File: src/hdl/tast_pkg.sv
// shared types and constants for the three axis step tracker
package tast_pkg;

  localparam int unsigned POS_WIDTH_DEF  = 32;
  localparam int unsigned KIND_WIDTH     = 2;
  localparam int unsigned AXIS_WIDTH     = 2;
  localparam int unsigned DELTA_WIDTH    = 2;
  localparam int unsigned NEW_POS_WIDTH  = 32;
  localparam int unsigned LEN_WIDTH      = 32;
  localparam int unsigned NUM_AXES       = 3;
  localparam int unsigned NUM_LEN_REGS   = 7;
  localparam int unsigned CFG_IDX_WIDTH  = 3;
  localparam int unsigned CFG_DATA_WIDTH = 32;

  // command codes
  typedef enum logic [KIND_WIDTH-1:0] {
    KIND_SCHEDULE = 2'd0,
    KIND_STEP     = 2'd1,
    KIND_SET      = 2'd2,
    KIND_RESET    = 2'd3
  } cmd_kind_e;

  // axis codes
  localparam logic [AXIS_WIDTH-1:0] AXIS_X = 2'd0;
  localparam logic [AXIS_WIDTH-1:0] AXIS_Y = 2'd1;
  localparam logic [AXIS_WIDTH-1:0] AXIS_Z = 2'd2;

  // configuration register indexes, one per nonempty set of stepping axes
  localparam logic [CFG_IDX_WIDTH-1:0] REG_LEN_X   = 3'd0;
  localparam logic [CFG_IDX_WIDTH-1:0] REG_LEN_Y   = 3'd1;
  localparam logic [CFG_IDX_WIDTH-1:0] REG_LEN_XY  = 3'd2;
  localparam logic [CFG_IDX_WIDTH-1:0] REG_LEN_Z   = 3'd3;
  localparam logic [CFG_IDX_WIDTH-1:0] REG_LEN_XZ  = 3'd4;
  localparam logic [CFG_IDX_WIDTH-1:0] REG_LEN_YZ  = 3'd5;
  localparam logic [CFG_IDX_WIDTH-1:0] REG_LEN_XYZ = 3'd6;

endpackage

File: src/hdl/tast_cmd_if.sv
// command channel interface: valid, ready and one command
interface tast_cmd_if;
  import tast_pkg::*;

  logic                            valid;
  logic                            ready;
  logic        [KIND_WIDTH-1:0]    kind;
  logic        [AXIS_WIDTH-1:0]    axis;
  logic signed [DELTA_WIDTH-1:0]   step_delta;
  logic signed [NEW_POS_WIDTH-1:0] new_x;
  logic signed [NEW_POS_WIDTH-1:0] new_y;
  logic signed [NEW_POS_WIDTH-1:0] new_z;

  modport source (
    output valid, kind, axis, step_delta, new_x, new_y, new_z,
    input  ready
  );

  modport sink (
    input  valid, kind, axis, step_delta, new_x, new_y, new_z,
    output ready
  );

endinterface

File: src/hdl/tast_res_if.sv
// result channel interface: valid, ready and one step report
interface tast_res_if;
  import tast_pkg::*;

  logic                 valid;
  logic                 ready;
  logic                 step_x;
  logic                 step_y;
  logic                 step_z;
  logic                 dir_x;
  logic                 dir_y;
  logic                 dir_z;
  logic                 ready_res;
  logic [LEN_WIDTH-1:0] step_length;

  modport source (
    output valid, step_x, step_y, step_z, dir_x, dir_y, dir_z, ready_res, step_length,
    input  ready
  );

  modport sink (
    input  valid, step_x, step_y, step_z, dir_x, dir_y, dir_z, ready_res, step_length,
    output ready
  );

endinterface

File: src/hdl/three_axis_step_tracker.sv
// three axis step tracker: position/target bookkeeping and step generation
//
//   channel  | dir | handshake     | contents
//   ---------+-----+---------------+---------------------------------------------
//   cmd_i    | in  | valid/ready   | kind, axis, step_delta, new_x/y/z
//   res_o    | out | valid/ready   | step_x/y/z, dir_x/y/z, ready_res, step_length
//   cfg      | in  | cfg_we_i only | cfg_idx_i selects len_x .. len_xyz
//
// one transaction per cycle sustained while results are taken; a command is
// registered in the input register and worked on there, and a step report is
// registered again in the output register before it is offered. the position
// adders and the difference compare per axis sit between the input register
// and the result register. rst_ni clears positions, targets and lengths. a
// stalled result holds in the output register; the work stage then holds only
// a step command behind it.
module three_axis_step_tracker #(
  parameter int unsigned POS_WIDTH = tast_pkg::POS_WIDTH_DEF
) (
  input  logic                               clk_i,
  input  logic                               rst_ni,
  tast_cmd_if.sink                           cmd_i,
  tast_res_if.source                         res_o,
  input  logic                               cfg_we_i,
  input  logic [tast_pkg::CFG_IDX_WIDTH-1:0] cfg_idx_i,
  input  logic [tast_pkg::CFG_DATA_WIDTH-1:0] cfg_data_i
);

  import tast_pkg::*;

  // input register (work stage)
  logic                            s1_valid_q;
  cmd_kind_e                       s1_kind_q;
  logic        [AXIS_WIDTH-1:0]    s1_axis_q;
  logic signed [DELTA_WIDTH-1:0]   s1_delta_q;
  logic signed [NEW_POS_WIDTH-1:0] s1_new_q [NUM_AXES];

  // axis state
  logic [POS_WIDTH-1:0] cur_q [NUM_AXES];
  logic [POS_WIDTH-1:0] cur_d [NUM_AXES];
  logic [POS_WIDTH-1:0] tgt_q [NUM_AXES];
  logic [POS_WIDTH-1:0] tgt_d [NUM_AXES];

  // step lengths
  logic [LEN_WIDTH-1:0] len_q [NUM_LEN_REGS];

  // output register
  logic                 out_valid_q;
  logic [NUM_AXES-1:0]  out_step_q;
  logic [NUM_AXES-1:0]  out_dir_q;
  logic                 out_near_q;
  logic [LEN_WIDTH-1:0] out_len_q;

  // work stage results
  logic [NUM_AXES-1:0]  step_d;
  logic [NUM_AXES-1:0]  dir_d;
  logic                 near_d;
  logic [LEN_WIDTH-1:0] len_d;
  logic [POS_WIDTH:0]   diff [NUM_AXES];

  logic s1_is_step;
  logic s1_go;
  logic cmd_acc;
  logic res_load;

  // a step command needs room in the output register; others always leave
  assign s1_is_step = (s1_kind_q == KIND_STEP);
  assign s1_go      = s1_valid_q && (!s1_is_step || !out_valid_q || res_o.ready);
  assign res_load   = s1_go && s1_is_step;

  assign cmd_i.ready = !s1_valid_q || s1_go;
  assign cmd_acc     = cmd_i.valid && cmd_i.ready;

  // input register
  always_ff @(posedge clk_i or negedge rst_ni) begin
    if (!rst_ni) begin
      s1_valid_q <= 1'b0;
    end else if (cmd_acc) begin
      s1_valid_q <= 1'b1;
    end else if (s1_go) begin
      s1_valid_q <= 1'b0;
    end
  end

  always_ff @(posedge clk_i) begin
    if (cmd_acc) begin
      s1_kind_q   <= cmd_kind_e'(cmd_i.kind);
      s1_axis_q   <= cmd_i.axis;
      s1_delta_q  <= cmd_i.step_delta;
      s1_new_q[0] <= cmd_i.new_x;
      s1_new_q[1] <= cmd_i.new_y;
      s1_new_q[2] <= cmd_i.new_z;
    end
  end

  // per axis difference, direction, step and next position
  always_comb begin
    near_d = 1'b1;
    for (int i = 0; i < NUM_AXES; i++) begin
      // exact signed difference, one bit wider than a position
      diff[i]   = {tgt_q[i][POS_WIDTH-1], tgt_q[i]} - {cur_q[i][POS_WIDTH-1], cur_q[i]};
      dir_d[i]  = !diff[i][POS_WIDTH];
      step_d[i] = (diff[i] != '0);
      if (diff[i] != '0 && diff[i] != (POS_WIDTH+1)'(1) && diff[i] != '1) begin
        near_d = 1'b0;
      end
    end
  end

  // length for the set of stepping axes, zero when nothing steps
  always_comb begin
    if (step_d == '0) begin
      len_d = '0;
    end else begin
      len_d = len_q[step_d - NUM_AXES'(1)];
    end
  end

  // state update by command kind
  always_comb begin
    for (int i = 0; i < NUM_AXES; i++) begin
      cur_d[i] = cur_q[i];
      tgt_d[i] = tgt_q[i];
    end
    if (s1_go) begin
      case (s1_kind_q)
        KIND_SCHEDULE: begin
          // axis code 3 leaves every target alone
          for (int i = 0; i < NUM_AXES; i++) begin
            if (s1_axis_q == AXIS_WIDTH'(i)) begin
              tgt_d[i] = tgt_q[i] + POS_WIDTH'(s1_delta_q);
            end
          end
        end
        KIND_STEP: begin
          for (int i = 0; i < NUM_AXES; i++) begin
            if (step_d[i]) begin
              cur_d[i] = dir_d[i] ? cur_q[i] + POS_WIDTH'(1) : cur_q[i] - POS_WIDTH'(1);
            end
          end
        end
        KIND_SET: begin
          // sign extend or keep the low bits of the loaded value
          for (int i = 0; i < NUM_AXES; i++) begin
            cur_d[i] = POS_WIDTH'(s1_new_q[i]);
            tgt_d[i] = POS_WIDTH'(s1_new_q[i]);
          end
        end
        KIND_RESET: begin
          for (int i = 0; i < NUM_AXES; i++) begin
            cur_d[i] = '0;
            tgt_d[i] = '0;
          end
        end
        default: begin
        end
      endcase
    end
  end

  always_ff @(posedge clk_i or negedge rst_ni) begin
    if (!rst_ni) begin
      for (int i = 0; i < NUM_AXES; i++) begin
        cur_q[i] <= '0;
        tgt_q[i] <= '0;
      end
    end else begin
      for (int i = 0; i < NUM_AXES; i++) begin
        cur_q[i] <= cur_d[i];
        tgt_q[i] <= tgt_d[i];
      end
    end
  end

  // configuration writes, indexes past the last length are dropped
  always_ff @(posedge clk_i or negedge rst_ni) begin
    if (!rst_ni) begin
      for (int i = 0; i < NUM_LEN_REGS; i++) begin
        len_q[i] <= '0;
      end
    end else if (cfg_we_i) begin
      case (cfg_idx_i)
        REG_LEN_X:   len_q[0] <= LEN_WIDTH'(cfg_data_i);
        REG_LEN_Y:   len_q[1] <= LEN_WIDTH'(cfg_data_i);
        REG_LEN_XY:  len_q[2] <= LEN_WIDTH'(cfg_data_i);
        REG_LEN_Z:   len_q[3] <= LEN_WIDTH'(cfg_data_i);
        REG_LEN_XZ:  len_q[4] <= LEN_WIDTH'(cfg_data_i);
        REG_LEN_YZ:  len_q[5] <= LEN_WIDTH'(cfg_data_i);
        REG_LEN_XYZ: len_q[6] <= LEN_WIDTH'(cfg_data_i);
        default: begin
        end
      endcase
    end
  end

  // output register
  always_ff @(posedge clk_i or negedge rst_ni) begin
    if (!rst_ni) begin
      out_valid_q <= 1'b0;
    end else if (res_load) begin
      out_valid_q <= 1'b1;
    end else if (res_o.ready) begin
      out_valid_q <= 1'b0;
    end
  end

  always_ff @(posedge clk_i) begin
    if (res_load) begin
      out_step_q <= step_d;
      out_dir_q  <= dir_d;
      out_near_q <= near_d;
      out_len_q  <= len_d;
    end
  end

  assign res_o.valid       = out_valid_q;
  assign res_o.step_x      = out_step_q[0];
  assign res_o.step_y      = out_step_q[1];
  assign res_o.step_z      = out_step_q[2];
  assign res_o.dir_x       = out_dir_q[0];
  assign res_o.dir_y       = out_dir_q[1];
  assign res_o.dir_z       = out_dir_q[2];
  assign res_o.ready_res   = out_near_q;
  assign res_o.step_length = out_len_q;

endmodule

File: src/flat_wrapper.sv
// flat-port wrapper written by rule: the top's interface ports become plain ports
module three_axis_step_tracker_flat import tast_pkg::*;
#(
  parameter int unsigned POS_WIDTH = tast_pkg::POS_WIDTH_DEF
)
  (clk_i, rst_ni, cfg_we_i, cfg_idx_i, cfg_data_i, cmd_i_valid, cmd_i_kind, cmd_i_axis, cmd_i_step_delta, cmd_i_new_x, cmd_i_new_y, cmd_i_new_z, cmd_i_ready, res_o_valid, res_o_step_x, res_o_step_y, res_o_step_z, res_o_dir_x, res_o_dir_y, res_o_dir_z, res_o_ready_res, res_o_step_length, res_o_ready);
  tast_cmd_if cmd_i_i ();
  tast_res_if res_o_i ();
  input  logic clk_i;
  input  logic rst_ni;
  input  logic cfg_we_i;
  input  logic [tast_pkg::CFG_IDX_WIDTH-1:0] cfg_idx_i;
  input  logic [tast_pkg::CFG_DATA_WIDTH-1:0] cfg_data_i;
  input wire logic [$bits(cmd_i_i.valid)-1:0] cmd_i_valid;
  input wire logic [$bits(cmd_i_i.kind)-1:0] cmd_i_kind;
  input wire logic [$bits(cmd_i_i.axis)-1:0] cmd_i_axis;
  input wire logic [$bits(cmd_i_i.step_delta)-1:0] cmd_i_step_delta;
  input wire logic [$bits(cmd_i_i.new_x)-1:0] cmd_i_new_x;
  input wire logic [$bits(cmd_i_i.new_y)-1:0] cmd_i_new_y;
  input wire logic [$bits(cmd_i_i.new_z)-1:0] cmd_i_new_z;
  output wire logic [$bits(cmd_i_i.ready)-1:0] cmd_i_ready;
  output wire logic [$bits(res_o_i.valid)-1:0] res_o_valid;
  output wire logic [$bits(res_o_i.step_x)-1:0] res_o_step_x;
  output wire logic [$bits(res_o_i.step_y)-1:0] res_o_step_y;
  output wire logic [$bits(res_o_i.step_z)-1:0] res_o_step_z;
  output wire logic [$bits(res_o_i.dir_x)-1:0] res_o_dir_x;
  output wire logic [$bits(res_o_i.dir_y)-1:0] res_o_dir_y;
  output wire logic [$bits(res_o_i.dir_z)-1:0] res_o_dir_z;
  output wire logic [$bits(res_o_i.ready_res)-1:0] res_o_ready_res;
  output wire logic [$bits(res_o_i.step_length)-1:0] res_o_step_length;
  input wire logic [$bits(res_o_i.ready)-1:0] res_o_ready;
  assign cmd_i_i.valid = cmd_i_valid;
  assign cmd_i_i.kind = cmd_i_kind;
  assign cmd_i_i.axis = cmd_i_axis;
  assign cmd_i_i.step_delta = cmd_i_step_delta;
  assign cmd_i_i.new_x = cmd_i_new_x;
  assign cmd_i_i.new_y = cmd_i_new_y;
  assign cmd_i_i.new_z = cmd_i_new_z;
  assign cmd_i_ready = cmd_i_i.ready;
  assign res_o_valid = res_o_i.valid;
  assign res_o_step_x = res_o_i.step_x;
  assign res_o_step_y = res_o_i.step_y;
  assign res_o_step_z = res_o_i.step_z;
  assign res_o_dir_x = res_o_i.dir_x;
  assign res_o_dir_y = res_o_i.dir_y;
  assign res_o_dir_z = res_o_i.dir_z;
  assign res_o_ready_res = res_o_i.ready_res;
  assign res_o_step_length = res_o_i.step_length;
  assign res_o_i.ready = res_o_ready;
  three_axis_step_tracker #(.POS_WIDTH(POS_WIDTH)) u_core (.clk_i(clk_i), .rst_ni(rst_ni), .cmd_i(cmd_i_i), .res_o(res_o_i), .cfg_we_i(cfg_we_i), .cfg_idx_i(cfg_idx_i), .cfg_data_i(cfg_data_i));
endmodule
File: config.mk
export PLATFORM = sky130hd
export DESIGN_NAME = three_axis_step_tracker_flat
export DESIGN_NICKNAME = d
export VERILOG_FILES = /design/src/hdl/tast_pkg.sv /design/src/hdl/tast_cmd_if.sv /design/src/hdl/tast_res_if.sv /design/src/hdl/three_axis_step_tracker.sv /design/src/flat_wrapper.sv
export SDC_FILE = /design/constraint.sdc
export NUM_CORES = 2
export LEC_CHECK = 0
export BUFFER_PORTS_ARGS = -buffer_cell sky130_fd_sc_hd__buf_4
export CAP_MARGIN = 20
export CORE_MARGIN = 2
export CORE_UTILIZATION = 35
export DETAILED_ROUTE_END_ITERATION = 8
export PLACE_DENSITY = 0.48
export SETUP_SLACK_MARGIN = 0.2
export SYNTH_ARGS = -nofsm -noshare
export SYNTH_HDL_FRONTEND = slang
export SYNTH_SLANG_ARGS = --single-unit
export TNS_END_PERCENT = 1
File: constraint.sdc
create_clock -name clk_i -period 7.48 [get_ports clk_i]
set_clock_uncertainty 0.1 [all_clocks]
set_input_delay 0.374 -clock clk_i [delete_from_list [all_inputs] [get_ports clk_i]]
set_output_delay 0.374 -clock clk_i [all_outputs]
set_load 0.02 [all_outputs]
==> run metrics, run 1 <==
status=finished clean; Worst EP required=7.92 ns; Hold Fails Final Rpt=0; arrival time worst endpoint=7.19 ns; Mapped Area=38800 sq um; CP Depth=24; nets=4598; Synth Area in Simple Gates=0.126; H-Tree Level Count=3; startpoint types=flop; largest net degree at the start of global routing=147; number of post-CTS setup repair buffers=0; Crit path max-delay family=compound AO/OA/AOI/OAI gates; fin crit period=6.75 ns; Leak=19.8 nW; Setup CP Type=reg2reg; R2R setup slack=0.73 ns; Diodes inserted=0; vias=31100; most frequent cells in the layout=dfrtp_1 (418), mux2_2 (300), ha_1 (281); asr flop ratio synth=0.748; Initial Utilization=0.352; Post-Synth XOR/XNOR Area=0.0458; slowest stage delay, CP=0.48 ns; clock tree buffer depth=3; Total GRT Usage=0.203; Worst Max-Slew Pin Slew=0.954 ns; # setup viols final=0; DR pass1 iterations=5; PwrDens=505 nW/um^2; Distinct cells, synth=95; via density per instance=5.45; Adder-Cell Fraction of Synth Area=0.0955; most used cell, CP=a31oi_1; #FFs+latches synth=559; I/O Buffers=182; final WL=116000 um; max_slew headroom=0.355; EDFF count, synth=141; combinational family with the most area after synthesis=compound AO/OA/AOI/OAI gates; Max-Cap Viols=0; RSZ-0062 raised after global routing=no; slowest CP cell=a211oi_1; worst skew pair latency=0.67 ns; initial drt markers=1756; GPL Wtd Cong=0.850; # rows=122; Mapped Cells=3886; CP Max Fanout=16; Syn-to-layout area delta=17.9%; Syn Nets=4319; DRC violations left=0; mux cell area share after synthesis=0.128; core area=110000 sq um; Cell Chain, Critical Path=ha_1 > fa_1 > nand2b_1 > a211oi_1 > o2111a_1 > or3_1 > a311o_1 > a31oi_1 > a31oi_1 > nand2_1 > a31o_2 > ha_1 > nor2b_1 > o2111a_1 > o21ai_0 > nand3b_1 > a31oi_1 > o21a_1 > nor3_1 > o31ai_2 > a211oi_1 > nor4_1 > o31ai_1 > mux2_4; CTS sink cnt=559; CTS tree=yes; first-pass GRT wire length=181000 um; design area=45800 sq um; initial antenna violation count=11; layout cells sized above 1=0.179; most common cell after layout, fill and taps aside=dfrtp_1; I/O Pins=183; crit path capture type=flop; hold crit path type=in2async; TritonCTS Buffers=73; RR Endpoint=u_core.cur_q[62]; Placed Area=41900 sq um; part of the cycle the worst path needs=0.902; highest clock rate=0.148 GHz; gr ovfl total=0; yosys warns=0; Worst Path Buf+Inv=0; Synth Area in Compound Gates=0.191; clock root buffer=clkbuf_16; register area share after synthesis=0.378; number of global-route vias before repair=31400; setup TNS=0 ns; Post-DP HPWL=79400 um; Max Slew Vio Count=0; Peak VDD IR=0.000255 V; Main synth FF type=dfrtp_1; DRT antenna net count=0; Critical R2R Launch=u_core.cur_q[32]; die area=114000 sq um; Die Y=337 um; syn_area_per_cell=9.99 sq um; Die Width=337 um; CTS clk-pin slew, worst paths=0.06 ns; Fillers=10800; reg2reg path depth=24; DR WL/cell=20.3 um
## cells by family (layout without fill, tap and decap cells)
| kind of cell | after synthesis | count (layout) |
|---|---|---|
| AND/OR/NAND/NOR | 959 | 959 |
| AO/OA/AOI/OAI | 1128 | 1128 |
| multiplexers | 407 | 407 |
| adder cells (fa/ha/maj) | 291 | 291 |
| XOR/XNOR | 203 | 203 |
| flip-flops | 559 | 559 |
| buffers and inverters | 339 | 679 |
## synth_stat cells, types with 32 or more instances
| master | count | area share |
|---|---|---|
| a21o_1 | 122 | 0.024 |
| a211oi_1 | 33 | 0.0064 |
| nor2_1 | 166 | 0.016 |
| mux4_2 | 32 | 0.019 |
| a32oi_1 | 41 | 0.0092 |
| nand3_1 | 74 | 0.0095 |
| clkbuf_1 | 123 | 0.012 |
| o21ai_0 | 267 | 0.034 |
| mux2_2 | 300 | 0.087 |
| o21a_1 | 43 | 0.0083 |
| dfrtp_1 | 418 | 0.27 |
| xnor2_1 | 136 | 0.031 |
| nand4_1 | 38 | 0.0061 |
| inv_1 | 185 | 0.018 |
| nand2_1 | 280 | 0.027 |
| edfxtp_1 | 141 | 0.11 |
| a21oi_1 | 255 | 0.033 |
| nand2b_1 | 87 | 0.014 |
| nor3_1 | 69 | 0.0089 |
| a31oi_1 | 65 | 0.010 |
| ha_1 | 282 | 0.091 |
| xor2_1 | 67 | 0.015 |
| o2bb2ai_1 | 34 | 0.0077 |
| and3_1 | 48 | 0.0077 |
## how the worst max path moves through the flow
stage                   startpoint             endpoint  slack [ns]
6_report          u_core.cur_q[32]     u_core.cur_q[62]        0.73
5_1_grt            u_core.tgt_q[0]     u_core.cur_q[31]        0.25
4_1_cts           u_core.cur_q[32]     u_core.cur_q[62]        0.64
3_5_place_dp      u_core.cur_q[32]     u_core.cur_q[62]        0.65
3_3_place_gp      u_core.tgt_q[32]     u_core.cur_q[62]        0.70
2_1_floorplan  u_core.s1_kind_q[1]  u_core.s1_axis_q[0]        1.16
## layer usage
| layer | part of all wire | track usage |
|---|---|---|
| met1 | 0.48 | 0.281 |
| met2 | 0.46 | 0.332 |
| met3 | 0.035 | 0.0289 |
| met4 | 0.021 | 0.0517 |
| met5 | 0.00064 | 0 |
## sequential cells by signal, summed over array words and instances, names as in the netlist
signal and count:
u_core.cur_q 96, u_core.len_q 224, u_core.out_dir_q 3, u_core.out_step_q 3
u_core.res_o.ready_res 1, u_core.res_o.step_length 32, u_core.res_o.valid 1, u_core.s1_axis_q 2
u_core.s1_delta_q 2, u_core.s1_kind_q 2, u_core.s1_new_q 96, u_core.s1_valid_q 1
u_core.tgt_q 96
## stage by stage
step	utilization	hold WS [ns]	std cells	worst slack (ns)	power, mW
after floorplan	-	-0.0216	3886	1.16	15.9
after global placement	0.379	0.286	5441	0.704	19.3
after detailed placement	0.379	0.285	5441	0.648	19.3
after CTS	0.415	0.201	5714	0.637	23.2
after global routing	0.415	0.238	5714	0.251	25.2
final	0.415	0.205	5714	0.734	23.1
## layout make-up
type | instances | area, sq um | area share
clock buffer | 102 | 2090 | 0.0456
clock inverter | 34 | 449 | 0.00981
inverter | 187 | 702 | 0.0153
multi-input combinational | 2988 | 22900 | 0.500
sequential | 559 | 14700 | 0.321
tap | 1488 | 1860 | 0.0407
timing repair buffer | 356 | 3110 | 0.0679
## worst register-to-register path: cells and delay by family, from the launching register on
kind                     cells  cell delay [ns]
AO/OA/AOI/OAI               13             3.66
flip-flops                   1             0.41
AND/OR/NAND/NOR              7             1.15
adder cells (fa/ha/maj)      3             1.03
multiplexers                 1             0.29
## power breakdown
part           switching (mW)  leakage [nW]  internal (mW)  total [mW]
registers               0.603          6.46           3.93        4.54
clock network            1.53          1.24           2.19        3.72
logic                    8.52          12.1           6.33        14.9
## what timing repair did
action / 4_1_cts / 5_1_grt
hold buffers: 137 / 0
resized for setup: 0 / 1
setup endpoints to repair: 0 / 1
hold endpoints to repair: 383 / 0
(Power assumes the default switching activity.)
==> run 2: changes to the inputs <==
--- a/config.mk
+++ b/config.mk
@@ -7,10 +7,12 @@
 export LEC_CHECK = 0
 export BUFFER_PORTS_ARGS = -buffer_cell sky130_fd_sc_hd__buf_4
 export CAP_MARGIN = 20
+export CELL_PAD_IN_SITES_DETAIL_PLACEMENT = 0
+export CELL_PAD_IN_SITES_GLOBAL_PLACEMENT = 1
 export CORE_MARGIN = 2
 export CORE_UTILIZATION = 35
 export DETAILED_ROUTE_END_ITERATION = 8
-export PLACE_DENSITY = 0.48
+export PLACE_DENSITY = 0.59
 export SETUP_SLACK_MARGIN = 0.2
 export SYNTH_ARGS = -nofsm -noshare
 export SYNTH_HDL_FRONTEND = slang
==> run 2 against run 1 <==
Combinational power hardly changed. Sequential cell count stayed put. Total power is 0.33% lower. Clock power is 5% lower. Maximum frequency is 1.8% higher. Global-route usage is 0.24 points higher. Non-clock buffer count is 2 higher. Via count hardly changed. Sequential share of layout area is 0.11 points higher. Count of clock-buffer cells in the layout is 1 higher.
==> run metrics, run 2 (synthesis gave the netlist of run 1 again) <==
status=finished clean; most common cell after layout, fill and taps aside=dfrtp_1; H-Tree Level Count=3; Die Width=337 um; part of the cycle the worst path needs=0.886; DRC violations left=0; setup TNS=0 ns; Die Y=337 um; PwrDens=505 nW/um^2; most used cell, CP=a21oi_1; arrival time worst endpoint=7.06 ns; met1 wire length=57100 um; clock share of power=0.153; clock tree buffer depth=3; vias=31100; CTS clk-pin slew, worst paths=0.06 ns; # setup viols final=0; Pwr Total=23.0 mW; initial drt markers=1920; first-pass GRT wire length=183000 um; Total GRT Usage=0.205; Placed Area=41900 sq um; most frequent cells in the layout=dfrtp_1 (418), mux2_2 (300), ha_1 (281); clock root buffer=clkbuf_16; Cell Chain, Critical Path=ha_1 > a21oi_4 > a21boi_1 > or2_4 > or3_1 > a311o_1 > a31oi_1 > a31oi_1 > nand2_1 > a31o_2 > ha_1 > a21oi_1 > a211oi_1 > a311o_1 > o2111ai_1 > a21oi_1 > a211o_1 > a21o_1 > a21oi_1 > o21ai_0 > xnor2_1 > o21ai_0 > mux2_4; layout cells sized above 1=0.176; CTS tree=yes; hold_ws=0.223 ns; Post-DP HPWL=81200 um; initial antenna violation count=8; I/O Buffers=182; Placed Instances=5443; final setup margin=0.850 ns; Setup CP Type=reg2reg; max_slew headroom=0.323; I/O Pins=183; startpoint types=flop; sw power=10.7 mW; hold crit path type=in2async; Syn-to-layout area delta=17.5%; fin crit period=6.63 ns; Max Slew Vio Count=0; Peak VDD IR=0.000230 V; Initial Utilization=0.352; DR WL/cell=20.5 um; die area=114000 sq um; GPL Wtd Cong=0.827; DR pass1 iterations=5; Int Pwr=12.3 mW; DRT antenna net count=0; Worst EP required=7.91 ns; Fillers=10800; Max-Cap Viols=0; routed length on met2=52700 um; nets=4599; crit path capture type=flop; switching part of the total=0.467; slowest stage delay, CP=0.45 ns; Leak=19.7 nW; Hold Fails Final Rpt=0; final WL=117000 um; slowest CP cell=a31o_2; Final Instance Count excl. Fillers=5714; combinational fraction of design power=0.649; TritonCTS Buffers=72; RSZ-0062 raised after global routing=no; number of global-route vias before repair=31300; design area=45600 sq um; CTS sink cnt=559; Seq pwr share=0.198; gr ovfl total=0; met3 WL=4860 um; dpl ws=0.707 ns; # rows=122; top sig layer=met5; CP Max Fanout=16; largest net degree at the start of global routing=132; Worst Max-Slew Pin Slew=1.02 ns; most flop-heavy register=u_core.len_q; max FFs per register=224; worst skew pair latency=0.67 ns; Layout Utilization=0.413; highest clock rate=0.151 GHz; core area=110000 sq um; via density per instance=5.45
-- run 2: changes by cell type in the layout (fill, tap and decap cells not counted), sizes merged --
cell,before,now
buf,219,221
bufinv,6,2
clkbuf,102,103
clkinv,22,21
clkinvlp,3,2
diode,0,2
inv,190,191
-- run 2: area by class of cell --
type,count,area [sq um],area share
clock inverters,29,345,0.00757
clock buffers,103,2030,0.0445
inverters,187,702,0.0154
repair buffers,358,3100,0.0679
multi-input cells,2988,22900,0.502
flip-flops and latches,559,14700,0.322
diodes,2,5.00,0.000110
well taps,1488,1860,0.0408
-- run 2: critical path: cells and delay by family (launching register included) --
kind / cells / cell delay (ns)
compound gates: 16 / 3.99
xor+xnor: 1 / 0.19
fa+ha+maj: 2 / 0.80
flops: 1 / 0.41
mux: 1 / 0.29
simple gates: 3 / 0.76
-- run 2: what timing repair did --
action / in CTS / in global routing
endpoints found under the setup margin: 0 / 6
gates resized for setup: 0 / 2
endpoints found under the hold margin: 421 / 0
hold buffers: 137 / 0
buffers inserted: 0 / 0
-- run 2: final timing paths --
path,startpoint,endpoint,slack [ns],cells past startpoint
worst max-delay path,u_core.tgt_q[40],u_core.cur_q[59],0.85,23
worst min register to register,u_core.len_q[215],u_core.len_q[215],0.40,1
min in group clk_i,cmd_i_new_y[30],u_core.s1_new_q[0][62],0.33,2
max in group asynchronous,rst_ni,u_core.cur_q[45],5.61,3
worst min-delay path,rst_ni,u_core.len_q[174],0.22,2
worst max register to register,u_core.tgt_q[40],u_core.cur_q[59],0.85,23
-- run 2: metal layers --
metal  vias to the layer above  global-route usage
met3                       156              0.0321
li1                      15200                   -
met2                       479               0.326
met5                         -                   0
met1                     15300               0.291
met4                        14              0.0531
-- run 2: power by group through the flow --
stage / logic (mW) / clock network [mW] / registers (mW)
6_report: 15.0 / 3.53 / 4.55
5_1_grt: 16.8 / 3.75 / 4.66
4_1_cts: 14.9 / 3.64 / 4.56
3_5_place_dp: 14.7 / 0 / 4.60
3_3_place_gp: 14.8 / 0 / 4.59
2_1_floorplan: 11.5 / 0 / 4.37
==> run 3: changes to the inputs <==
--- a/config.mk
+++ b/config.mk
@@ -13,6 +13,7 @@
 export CORE_UTILIZATION = 35
 export DETAILED_ROUTE_END_ITERATION = 8
 export PLACE_DENSITY = 0.59
+export RECOVER_POWER = 100
 export SETUP_SLACK_MARGIN = 0.2
 export SYNTH_ARGS = -nofsm -noshare
 export SYNTH_HDL_FRONTEND = slang
==> run 3 against run 2 <==
The flow now finishes with violations (max-capacitance violations, max-slew violations). Clock power about the same. Sequential share of layout area up 0.25 points. Final area down 0.78%. Die area unchanged. Core utilization down 0.32 points. Count of clock-buffer cells in the layout unchanged. Critical path depth unchanged. Final cell count unchanged. Sequential cell count unchanged. Combinational power about the same. Via count about the same. Register-to-register slack worse by 0.19 ns. Highest routed layer unchanged.
==> run metrics, run 3 (synthesis gave the netlist of run 1 again) <==
Initial Utilization=0.352; H-Tree Level Count=3; CTS tree=yes; DRT antenna net count=0; worst skew pair latency=0.66 ns; initial drt markers=1878; Peak VDD IR=0.000230 V; most common cell after layout, fill and taps aside=dfrtp_1; max FFs per register=224; first-pass GRT wire length=183000 um; initial antenna violation count=8; Syn-to-layout area delta=16.6%; Critical R2R Launch=u_core.cur_q[32]; die area=114000 sq um; arrival time worst endpoint=7.25 ns; gr ovfl total=0; Max-Cap Viols=14; fin crit period=6.82 ns; DR WL/cell=20.5 um; max_slew headroom=-2.64; crit path capture type=flop; CP Max Fanout=20; Layout Utilization=0.410; RR Endpoint=u_core.cur_q[59]; clock root buffer=clkbuf_16; R2R setup slack=0.66 ns; Setup CP Type=reg2reg; Cell Chain, Critical Path=ha_1 > fa_1 > nand2b_1 > a211oi_1 > o2111a_1 > or3_1 > a311o_1 > a31oi_1 > a31oi_1 > nand2_1 > a31o_2 > clkbuf_2 > ha_1 > a21o_1 > a2111oi_0 > a21oi_1 > a211o_1 > a21o_1 > a21oi_1 > o21ai_0 > xnor2_1 > o21ai_0 > mux2_1; number of post-CTS setup repair buffers=0; routing usage on met3=0.0321; via density per instance=5.45; PwrDens=506 nW/um^2; # rows=122; final WL=117000 um; part of the cycle the worst path needs=0.912; I/O Buffers=182; Pwr Total=22.9 mW; Die Width=337 um; Critical Path Source=u_core.cur_q[32]; hold crit path type=in2reg; CTS clk-pin slew, worst paths=0.06 ns; Crit path max-delay family=compound AO/OA/AOI/OAI gates; status=finished with violations; TritonCTS Buffers=72; CP Depth=23; core area=110000 sq um; startpoint types=flop; nets=4599; CTS sink cnt=559; # setup viols final=0; most frequent cells in the layout=dfrtp_1 (418), mux2_2 (299), ha_1 (281); GPL Wtd Cong=0.827; I/O Pins=183; Worst EP required=7.91 ns; reg2reg path depth=23; layout cells sized above 1=0.154; Hold Fails Final Rpt=0; GR peak layer=met2; failing checks=max-capacitance violations, max-slew violations; Worst Max-Slew Pin Slew=5.46 ns; highest clock rate=0.147 GHz; slowest CP cell=ha_1; largest net degree at the start of global routing=132; Max Slew Vio Count=573; vias=31200; crit path capture=u_core.cur_q[59]; Leak=19.4 nW; Post-DP HPWL=81200 um; met2 global-route usage=0.326; DR pass1 iterations=5; Total GRT Usage=0.205; GR Util met1=0.291; clock tree buffer depth=3; DRC violations left=0; slowest stage delay, CP=0.49 ns; Die Y=337 um; most flop-heavy register=u_core.len_q; Worst Path Buf+Inv=1; RSZ-0062 raised after global routing=no; number of global-route vias before repair=31300; setup TNS=0 ns
[run 3: cell count changes in the layout (fill, tap and decap cells not counted), moves of 3 or more]
| cell | change |
|---|---|
| clkbuf_4 | +89 |
| mux2_4 | -16 |
| clkbuf_1 | +66 |
| clkbuf_2 | +3 |
| buf_4 | -157 |
| mux2_1 | +17 |
[run 3: how the worst min path moves through the flow]
| stage | start | endpoint | slack [ns] | depth (start not counted) |
|---|---|---|---|---|
| floorplan | rst_ni | u_core.cur_q[0] | -0.02 | 0 |
| global placement | rst_ni | u_core.len_q[174] | 0.36 | 1 |
| detailed placement | rst_ni | u_core.len_q[174] | 0.36 | 1 |
| CTS | rst_ni | u_core.len_q[174] | 0.23 | 2 |
| global route | cmd_i_new_z[14] | u_core.s1_new_q[0][78] | 0.33 | 2 |
| finish | cmd_i_new_z[15] | u_core.s1_new_q[0][79] | 0.35 | 2 |
[run 3: cell type report]
type / count / area, sq um
tap: 1488 / 1860
multi-input combinational: 2988 / 22800
inverter: 187 / 702
clock buffer: 103 / 2030
fill: 10900 / 65100
clock inverter: 29 / 345
timing repair buffer: 358 / 2840
sequential: 559 / 14700
antenna: 2 / 5.00
[run 3: per-layer routing]
metal	share of wire	wire [um]
met1	0.49	56900
met2	0.45	52600
met3	0.041	4850
met4	0.022	2590
met5	0.00070	82
[run 3: repair_timing]
action,4_1_cts,5_1_grt
endpoints found under the hold margin,421,0
hold buffers,137,0
endpoints found under the setup margin,0,6
gates resized for setup,0,2
[run 3: worst reg2reg max path, cell delays in order, from the launching register on]
cell and delay, ns:
dfrtp_1 0.42, ha_1 0.23, fa_1 0.39, nand2b_1 0.17
a211oi_1 0.48, o2111a_1 0.32, or3_1 0.16, a311o_1 0.28
a31oi_1 0.14, a31oi_1 0.27, nand2_1 0.09, a31o_2 0.41
clkbuf_2 0.43, ha_1 0.50, a21o_1 0.17, a2111oi_0 0.38
a21oi_1 0.18, a211o_1 0.32, a21o_1 0.18, a21oi_1 0.30
o21ai_0 0.18, xnor2_1 0.19, o21ai_0 0.09, mux2_1 0.31
[run 3: power breakdown]
part / leakage (nW) / total (mW) / internal (mW) / switching, mW
clock network: 1.14 / 3.53 / 2.00 / 1.53
logic: 11.8 / 14.9 / 6.27 / 8.58
registers: 6.46 / 4.55 / 3.93 / 0.618
[run 3: stage by stage]
step	std cells	setup WS (ns)	hold WS, ns	cell area (sq um)
2_1_floorplan	3886	1.16	-0.0216	38800
3_3_place_gp	5443	0.734	0.363	41900
3_5_place_dp	5443	0.707	0.365	41900
4_1_cts	5712	0.630	0.230	45600
5_1_grt	5713	0.159	0.325	45300
6_report	5714	0.656	0.346	45300
